<file path="src/sv/fmi_pkg.sv">
// Shared constants for the Fermat modular inverse block.
package fmi_pkg;

	localparam int unsigned W       = 30;
	localparam int unsigned CNT_W   = $clog2(W);
	localparam int unsigned TDATA_W = ((W + 7) / 8) * 8;
	localparam int unsigned SUM_W   = W + 2;

	localparam logic [W-1:0]     MODULUS   = W'(1000000007);
	localparam logic [W-1:0]     EXPONENT  = W'(1000000005);
	localparam logic [SUM_W-1:0] MOD_X1    = SUM_W'(1000000007);
	localparam logic [SUM_W-1:0] MOD_X2    = SUM_W'(2000000014);

	// handshake between the sequencer and a multiplier
	typedef struct packed {
		logic start;
	} mul_req_t;

	typedef struct packed {
		logic done;
	} mul_rsp_t;

endpackage

</file>
<file path="src/sv/fmi_modmul.sv">
// Bit-serial interleaved modular multiplier, one multiplier bit per cycle.
module fmi_modmul
	import fmi_pkg::*;
(
	input  logic         clk,
	input  logic         arst_n,
	input  mul_req_t     req,
	input  logic [W-1:0] a,
	input  logic [W-1:0] b,
	output mul_rsp_t     rsp,
	output logic [W-1:0] product
);

	logic [W-1:0]     a_q;
	logic [W-1:0]     b_q;
	logic [W-1:0]     r_q;
	logic [CNT_W-1:0] cnt_q;
	logic             busy_q;
	logic             done_q;

	logic [SUM_W-1:0] sum;
	logic [SUM_W-1:0] addend;
	logic [SUM_W-1:0] red;

	// r < M, so 2r + a < 3M: at most one subtraction of M or 2M
	always_comb begin
		addend = b_q[W-1] ? {2'b00, a_q} : '0;
		sum    = {1'b0, r_q, 1'b0} + addend;
		if (sum >= MOD_X2) begin
			red = sum - MOD_X2;
		end else if (sum >= MOD_X1) begin
			red = sum - MOD_X1;
		end else begin
			red = sum;
		end
	end

	always_ff @(posedge clk or negedge arst_n) begin
		if (!arst_n) begin
			busy_q <= 1'b0;
			done_q <= 1'b0;
			cnt_q  <= '0;
		end else if (req.start) begin
			busy_q <= 1'b1;
			done_q <= 1'b0;
			cnt_q  <= CNT_W'(W - 1);
		end else if (busy_q) begin
			cnt_q <= cnt_q - CNT_W'(1);
			if (cnt_q == '0) begin
				busy_q <= 1'b0;
				done_q <= 1'b1;
			end
		end else begin
			done_q <= 1'b0;
		end
	end

	always_ff @(posedge clk) begin
		if (req.start) begin
			a_q <= a;
			b_q <= b;
			r_q <= '0;
		end else if (busy_q) begin
			r_q <= red[W-1:0];
			b_q <= {b_q[W-2:0], 1'b0};
		end
	end

	assign rsp.done = done_q;
	assign product  = r_q;

endmodule

</file>
<file path="src/sv/fermat_modular_inverse.sv">
// Modular inverse modulo 1000000007 by right-to-left square-and-multiply.
// The 30 exponent bits are handled one at a time by the bit-serial multipliers
// (square and multiply run side by side on two of them). The next input is taken
// once the result has been taken, so only one item is in flight at a time.
// Reset (arst_n, asynchronous, active low) returns the sequencer to idle.
module fermat_modular_inverse
	import fmi_pkg::*;
(
	input  logic               clk,
	input  logic               arst_n,
	input  logic               s_tvalid,
	output logic               s_tready,
	input  logic [TDATA_W-1:0] s_tdata,   // [29:0] value
	output logic               m_tvalid,
	input  logic               m_tready,
	output logic [TDATA_W-1:0] m_tdata    // [29:0] inverse
);

	localparam logic [1:0] ST_IDLE  = 2'd0;
	localparam logic [1:0] ST_START = 2'd1;
	localparam logic [1:0] ST_WAIT  = 2'd2;
	localparam logic [1:0] ST_OUT   = 2'd3;

	logic [1:0]       state_q;
	logic [CNT_W-1:0] bit_q;
	logic [W-1:0]     exp_q;
	logic [W-1:0]     acc_q;
	logic [W-1:0]     base_q;

	logic [W-1:0] in_val;
	logic [W-1:0] in_red;
	mul_req_t     req;
	mul_rsp_t     rsp_mul;
	mul_rsp_t     rsp_sq;
	logic [W-1:0] p_mul;
	logic [W-1:0] p_sq;

	assign in_val    = s_tdata[W-1:0];
	// inputs at or above the modulus fold back with one subtraction
	assign in_red    = (in_val >= MODULUS) ? (in_val - MODULUS) : in_val;
	assign req.start = (state_q == ST_START);

	fmi_modmul u_mul (
		.clk     (clk),
		.arst_n  (arst_n),
		.req     (req),
		.a       (acc_q),
		.b       (base_q),
		.rsp     (rsp_mul),
		.product (p_mul)
	);

	fmi_modmul u_sq (
		.clk     (clk),
		.arst_n  (arst_n),
		.req     (req),
		.a       (base_q),
		.b       (base_q),
		.rsp     (rsp_sq),
		.product (p_sq)
	);

	always_ff @(posedge clk or negedge arst_n) begin
		if (!arst_n) begin
			state_q <= ST_IDLE;
			bit_q   <= '0;
		end else begin
			case (state_q)
				ST_IDLE: begin
					if (s_tvalid) begin
						state_q <= ST_START;
						bit_q   <= CNT_W'(W - 1);
					end
				end
				ST_START: begin
					state_q <= ST_WAIT;
				end
				ST_WAIT: begin
					if (rsp_sq.done) begin
						if (bit_q == '0) begin
							state_q <= ST_OUT;
						end else begin
							bit_q   <= bit_q - CNT_W'(1);
							state_q <= ST_START;
						end
					end
				end
				ST_OUT: begin
					if (m_tready) begin
						state_q <= ST_IDLE;
					end
				end
				default: begin
					state_q <= ST_IDLE;
				end
			endcase
		end
	end

	always_ff @(posedge clk) begin
		if (state_q == ST_IDLE && s_tvalid) begin
			acc_q  <= W'(1);
			base_q <= in_red;
			exp_q  <= EXPONENT;
		end else if (state_q == ST_WAIT && rsp_sq.done) begin
			if (exp_q[0]) begin
				acc_q <= p_mul;
			end
			base_q <= p_sq;
			exp_q  <= {1'b0, exp_q[W-1:1]};
		end
	end

	assign s_tready = (state_q == ST_IDLE);
	assign m_tvalid = (state_q == ST_OUT);
	assign m_tdata  = {{(TDATA_W - W){1'b0}}, acc_q};

	// both multipliers are started together and must finish together
	assert property (@(posedge clk) disable iff (!arst_n)
		rsp_sq.done == rsp_mul.done)
		else $error("multiplier completion out of step");

	assert property (@(posedge clk) disable iff (!arst_n)
		(s_tvalid && s_tready) |=> (state_q == ST_START))
		else $error("accepted transaction did not start a multiply");

	assert property (@(posedge clk) disable iff (!arst_n)
		(state_q == ST_WAIT || state_q == ST_OUT) |->
		(acc_q < MODULUS && base_q < MODULUS))
		else $error("residue escaped the modulus");

	assert property (@(posedge clk) disable iff (!arst_n)
		m_tvalid |-> !s_tready)
		else $error("input taken while result pending");

endmodule

</file>
<file path="config.mk">
export PLATFORM = sky130hd
export DESIGN_NAME = fermat_modular_inverse
export DESIGN_NICKNAME = d
export VERILOG_FILES = /design/src/sv/fmi_pkg.sv /design/src/sv/fmi_modmul.sv /design/src/sv/fermat_modular_inverse.sv
export SDC_FILE = /design/constraint.sdc
export NUM_CORES = 1
export LEC_CHECK = 0
export ABC_AREA = 1
export BUFFER_PORTS_ARGS = -buffer_cell sky130_fd_sc_hd__buf_2
export CAP_MARGIN = 5
export CORE_MARGIN = 5
export CORE_UTILIZATION = 45
export DETAILED_ROUTE_END_ITERATION = 8
export SLEW_MARGIN = 10
export SYNTH_ARGS = -nofsm -noshare
export SYNTH_HDL_FRONTEND = slang
export SYNTH_SLANG_ARGS = --single-unit
</file>
<file path="constraint.sdc">
create_clock -name clk -period 4.22 [get_ports clk]
set_clock_uncertainty 0.15 [all_clocks]
set_input_delay 0.211 -clock clk [delete_from_list [all_inputs] [get_ports clk]]
set_output_delay 0.211 -clock clk [all_outputs]
set_load 0.02 [all_outputs]
</file>
==> flow_summary.ini <==
[placed_design]
place.gp.congestion = 0.9500
port_buffers = 65
post-place-ws_ns = 0.04141
place.detailed.hpwl_mm = 60.51
place.detailed.instances = 4265
placed_area_um2 = 24050

[synth]
synth-main-ff-cell = sky130_fd_sc_hd__edfxtp_1
synth.avg_cell_area_um2 = 6.262
post_synth_main_area_contributors = sky130_fd_sc_hd__nand2_1 (27%), sky130_fd_sc_hd__edfxtp_1 (21%), sky130_fd_sc_hd__dfxtp_1 (11%)
most_area_hungry_cell_type_in_the_yosys_netlist = sky130_fd_sc_hd__nand2_1
synth_area_um2 = 21470
synth_sequential_area_ratio = 0.3451
async_flop_share = 0.06897
netlist_instances = 3428
synth-edff-count = 150
netlist.area_leader.share = 0.2651
yosys_warnings = 0
synth-seq-cells = 290
netlist-cell-type-count = 51

[global_routing]
grt_pass1_vias = 21523
grt_pass1_wl_mm = 117.2
total_congestion_overflow_after_global_routing = 0
grt_max_degree = 64
number_of_antenna_violations_at_the_first_check_in_global_routing = 5
grt_usage = 0.2812

[routing]
drt-total-wl_mm = 76.39
vias_per_std_cell = 5.171
route.detailed.wl_per_inst_um = 17.56
detailedRoute.firstPassIterationCount = 6
drt_iter0_drc = 1502
via_count = 22497
detail-route-antenna-nets = 0
drc_violations = 0

[sta]
period_minus_slack_ns = 4.023
tightest_slew_ns = 1.055
hold_ws_ns = 0.02528
report.final.hold_viol_count = 0
maxSlewHeadroom = 0.2954
finalCritPeriodShare = 0.9533
setup_violations = 0
setup-tns-final_ns = 0
timing.fmax_mhz = 248.6
final.setup.worst_slack_ns = 0.1970
slew_viol_final = 0

[finish]
finalInstanceArea_um2 = 25620
finalNetCount = 3818
layout-area-overhead-vs-synth_pct = 19.38
layout.cells.most_common_list = sky130_fd_sc_hd__nand2_1 (1494), sky130_fd_sc_hd__inv_1 (417), sky130_fd_sc_hd__nand3_1 (292)
post_layout_nonfiller_instances = 4351
final_core_util = 0.5401
layout_commonest_cell = sky130_fd_sc_hd__nand2_1
antenna_cells = 0
layout.filler_cells = 4890
layout-drive-gt1-share = 0.1378

[power_and_ir_drop]
share_comb_of_total_power = 0.017
share_clk_of_total_power = 0.492
power_report.internal_total_mw = 4.677
worst_ir_drop_vdd_mv = 0.3825
switchingPower_mw = 1.303
seq_power_share = 0.491
p_per_area_nw_per_um2 = 233.4
power_switching_share = 0.2179
total_power_mw = 5.980
power.static_leakage_nw = 13.57

[clock_tree]
clock_sink_count = 290
h_tree_depth = 2
clock_transition_at_path_regs_ns = 0.06
numCtsBuffers = 35
cts_root_buffer = sky130_fd_sc_hd__clkbuf_16
tritoncts_clock_tree = built
clk_path_buf_depth = 3
clk-insertion-delay-late_ns = 0.55

[die]
dieArea_um2 = 52170
num_rows = 80
top_level_ports = 70
core_region_area_um2 = 47450
die_width_um = 228.4
die_y_um = 228.4
initial_core_utilization = 0.4524

[run_status]
outcome = completed

[worst_setup_path]
req_time_crit_path_ns = 4.49
ff2ff_path_depth = 28
cp_max_fo = 20
crit_path_start_kind = flop
timing.critical_path.slowest_stage_cell = sky130_fd_sc_hd__fa_2
critPathCaptureType = flop
worst_path_most_repeated_cell = sky130_fd_sc_hd__nand2_1
path_class = flop to flop
arrival_ns = 4.30
largest_stage_delay_worst_path_ns = 0.37

[flow_run]
max-cap-violations = 0

[worst_hold_path]
hold_depth = 3
timing.hold.worst.class = primary input to flop
-- critical path, delay by kind of cell (launching register included) --
| kind | cells | cell delay [ns] |
|---|---|---|
| fa+ha+maj | 2 | 0.56 |
| simple gates | 20 | 2.20 |
| flops | 1 | 0.35 |
| buf+inv | 6 | 0.61 |
-- cell type report --
cell class	count	area (um2)	area share
Multi-Input combinational cell	2613	12210	0.4765
Sequential cell	290	7407	0.2891
Timing Repair Buffer	325	2461	0.09604
Inverter	445	1674	0.06533
Clock buffer	52	1022	0.03989
Tap cell	615	769.5	0.03003
Clock inverter	11	81.33	0.003174
-- repair_timing --
item,4_1_cts,5_1_grt
buffers inserted,0,3
hold buffers,18,0
hold endpoints to repair,34,0
gates resized for setup,0,66
endpoints found under the setup margin,0,60
-- state kept, by name, indices dropped and copies added (netlist names), 2 cells and up --
| signal | cells |
|---|---|
| u_sq.a_q | 30 |
| bit_q | 5 |
| u_sq.cnt_q | 5 |
| acc_q | 30 |
| u_mul.a_q | 30 |
| state_q | 2 |
| u_mul.b_q | 30 |
| u_sq.b_q | 30 |
| exp_q | 30 |
| u_mul.cnt_q | 5 |
| u_sq.product | 30 |
| base_q | 30 |
| u_mul.product | 30 |
-- routing by layer --
layer / GRT usage / routed length (um) / vias to the layer above
met3: 0.02509 / 2657 / 170
met5: 0 / 0 / -
met2: 0.5306 / 39070 / 531
li1: - / - / 11324
met4: 0.1108 / 3629 / 0
met1: 0.3287 / 31030 / 10472
-- cells in the mapped netlist, types with 2 or more instances --
master                        n
sky130_fd_sc_hd__edfxtp_1   150
sky130_fd_sc_hd__o21ai_1     15
sky130_fd_sc_hd__a21boi_1     2
sky130_fd_sc_hd__o21ai_0     54
sky130_fd_sc_hd__o21bai_1     5
sky130_fd_sc_hd__o31ai_1      2
sky130_fd_sc_hd__nand3_2      6
sky130_fd_sc_hd__nand2_1   1516
sky130_fd_sc_hd__ha_1        70
sky130_fd_sc_hd__buf_4        5
sky130_fd_sc_hd__or2_2        2
sky130_fd_sc_hd__dfrtp_1     20
sky130_fd_sc_hd__o211ai_1     3
sky130_fd_sc_hd__a21oi_1    117
sky130_fd_sc_hd__fa_1         2
sky130_fd_sc_hd__inv_2       24
sky130_fd_sc_hd__xor2_2       2
sky130_fd_sc_hd__buf_2       13
sky130_fd_sc_hd__nor3_2       2
sky130_fd_sc_hd__nand4_1     41
sky130_fd_sc_hd__a41oi_1      2
sky130_fd_sc_hd__and2_1       8
sky130_fd_sc_hd__nand2_2     29
sky130_fd_sc_hd__a31oi_1     11
sky130_fd_sc_hd__dfxtp_1    120
sky130_fd_sc_hd__nand3_1    299
sky130_fd_sc_hd__nor2_4       6
sky130_fd_sc_hd__nor3_1      28
sky130_fd_sc_hd__xnor2_1     12
sky130_fd_sc_hd__a21o_1       2
sky130_fd_sc_hd__nand2_4      3
sky130_fd_sc_hd__inv_1      418
sky130_fd_sc_hd__clkbuf_1    52
sky130_fd_sc_hd__buf_6        8
sky130_fd_sc_hd__clkinv_1     3
sky130_fd_sc_hd__nor2_2      15
sky130_fd_sc_hd__xor2_1      47
sky130_fd_sc_hd__nand3b_1     8
sky130_fd_sc_hd__nor2_1     288
sky130_fd_sc_hd__o22ai_1      7
-- power by group through the flow --
stage          Sequential, mW  Clock [mW]  Combinational [mW]
2_1_floorplan            3.00           0              0.0441
3_3_place_gp             3.00           0              0.0833
3_5_place_dp             3.00           0              0.0853
4_1_cts                  2.94        3.02              0.0998
5_1_grt                  2.94        3.13               0.110
6_report                 2.94        2.94               0.100
-- path summary, 6_finish.rpt --
| check | endpoint | slack, ns | start |
|---|---|---|---|
| max | u_sq.product[20] | 0.20 | u_sq.b_q[29] |
| min | base_q[5] | 0.03 | s_tdata[5] |
| max reg2reg | u_sq.product[20] | 0.20 | u_sq.b_q[29] |
| min reg2reg | u_sq.a_q[12] | 0.29 | base_q[12] |
| max in group asynchronous | u_mul.cnt_q[3] | 2.17 | arst_n |
| min in group asynchronous | u_sq.cnt_q[4] | 0.46 | arst_n |
-- cells by family after synthesis --
kind of cell               synth area share
AOI/OAI and AO/OA                   0.05584
xor gates and xnor gates            0.02635
adders and majority gates           0.04267
buffers and inverters               0.09740
DFF                                  0.3451
other                             0.0001747
and+or+nand+nor                      0.4325
No activity file was read; power rests on OpenSTA's default activity.
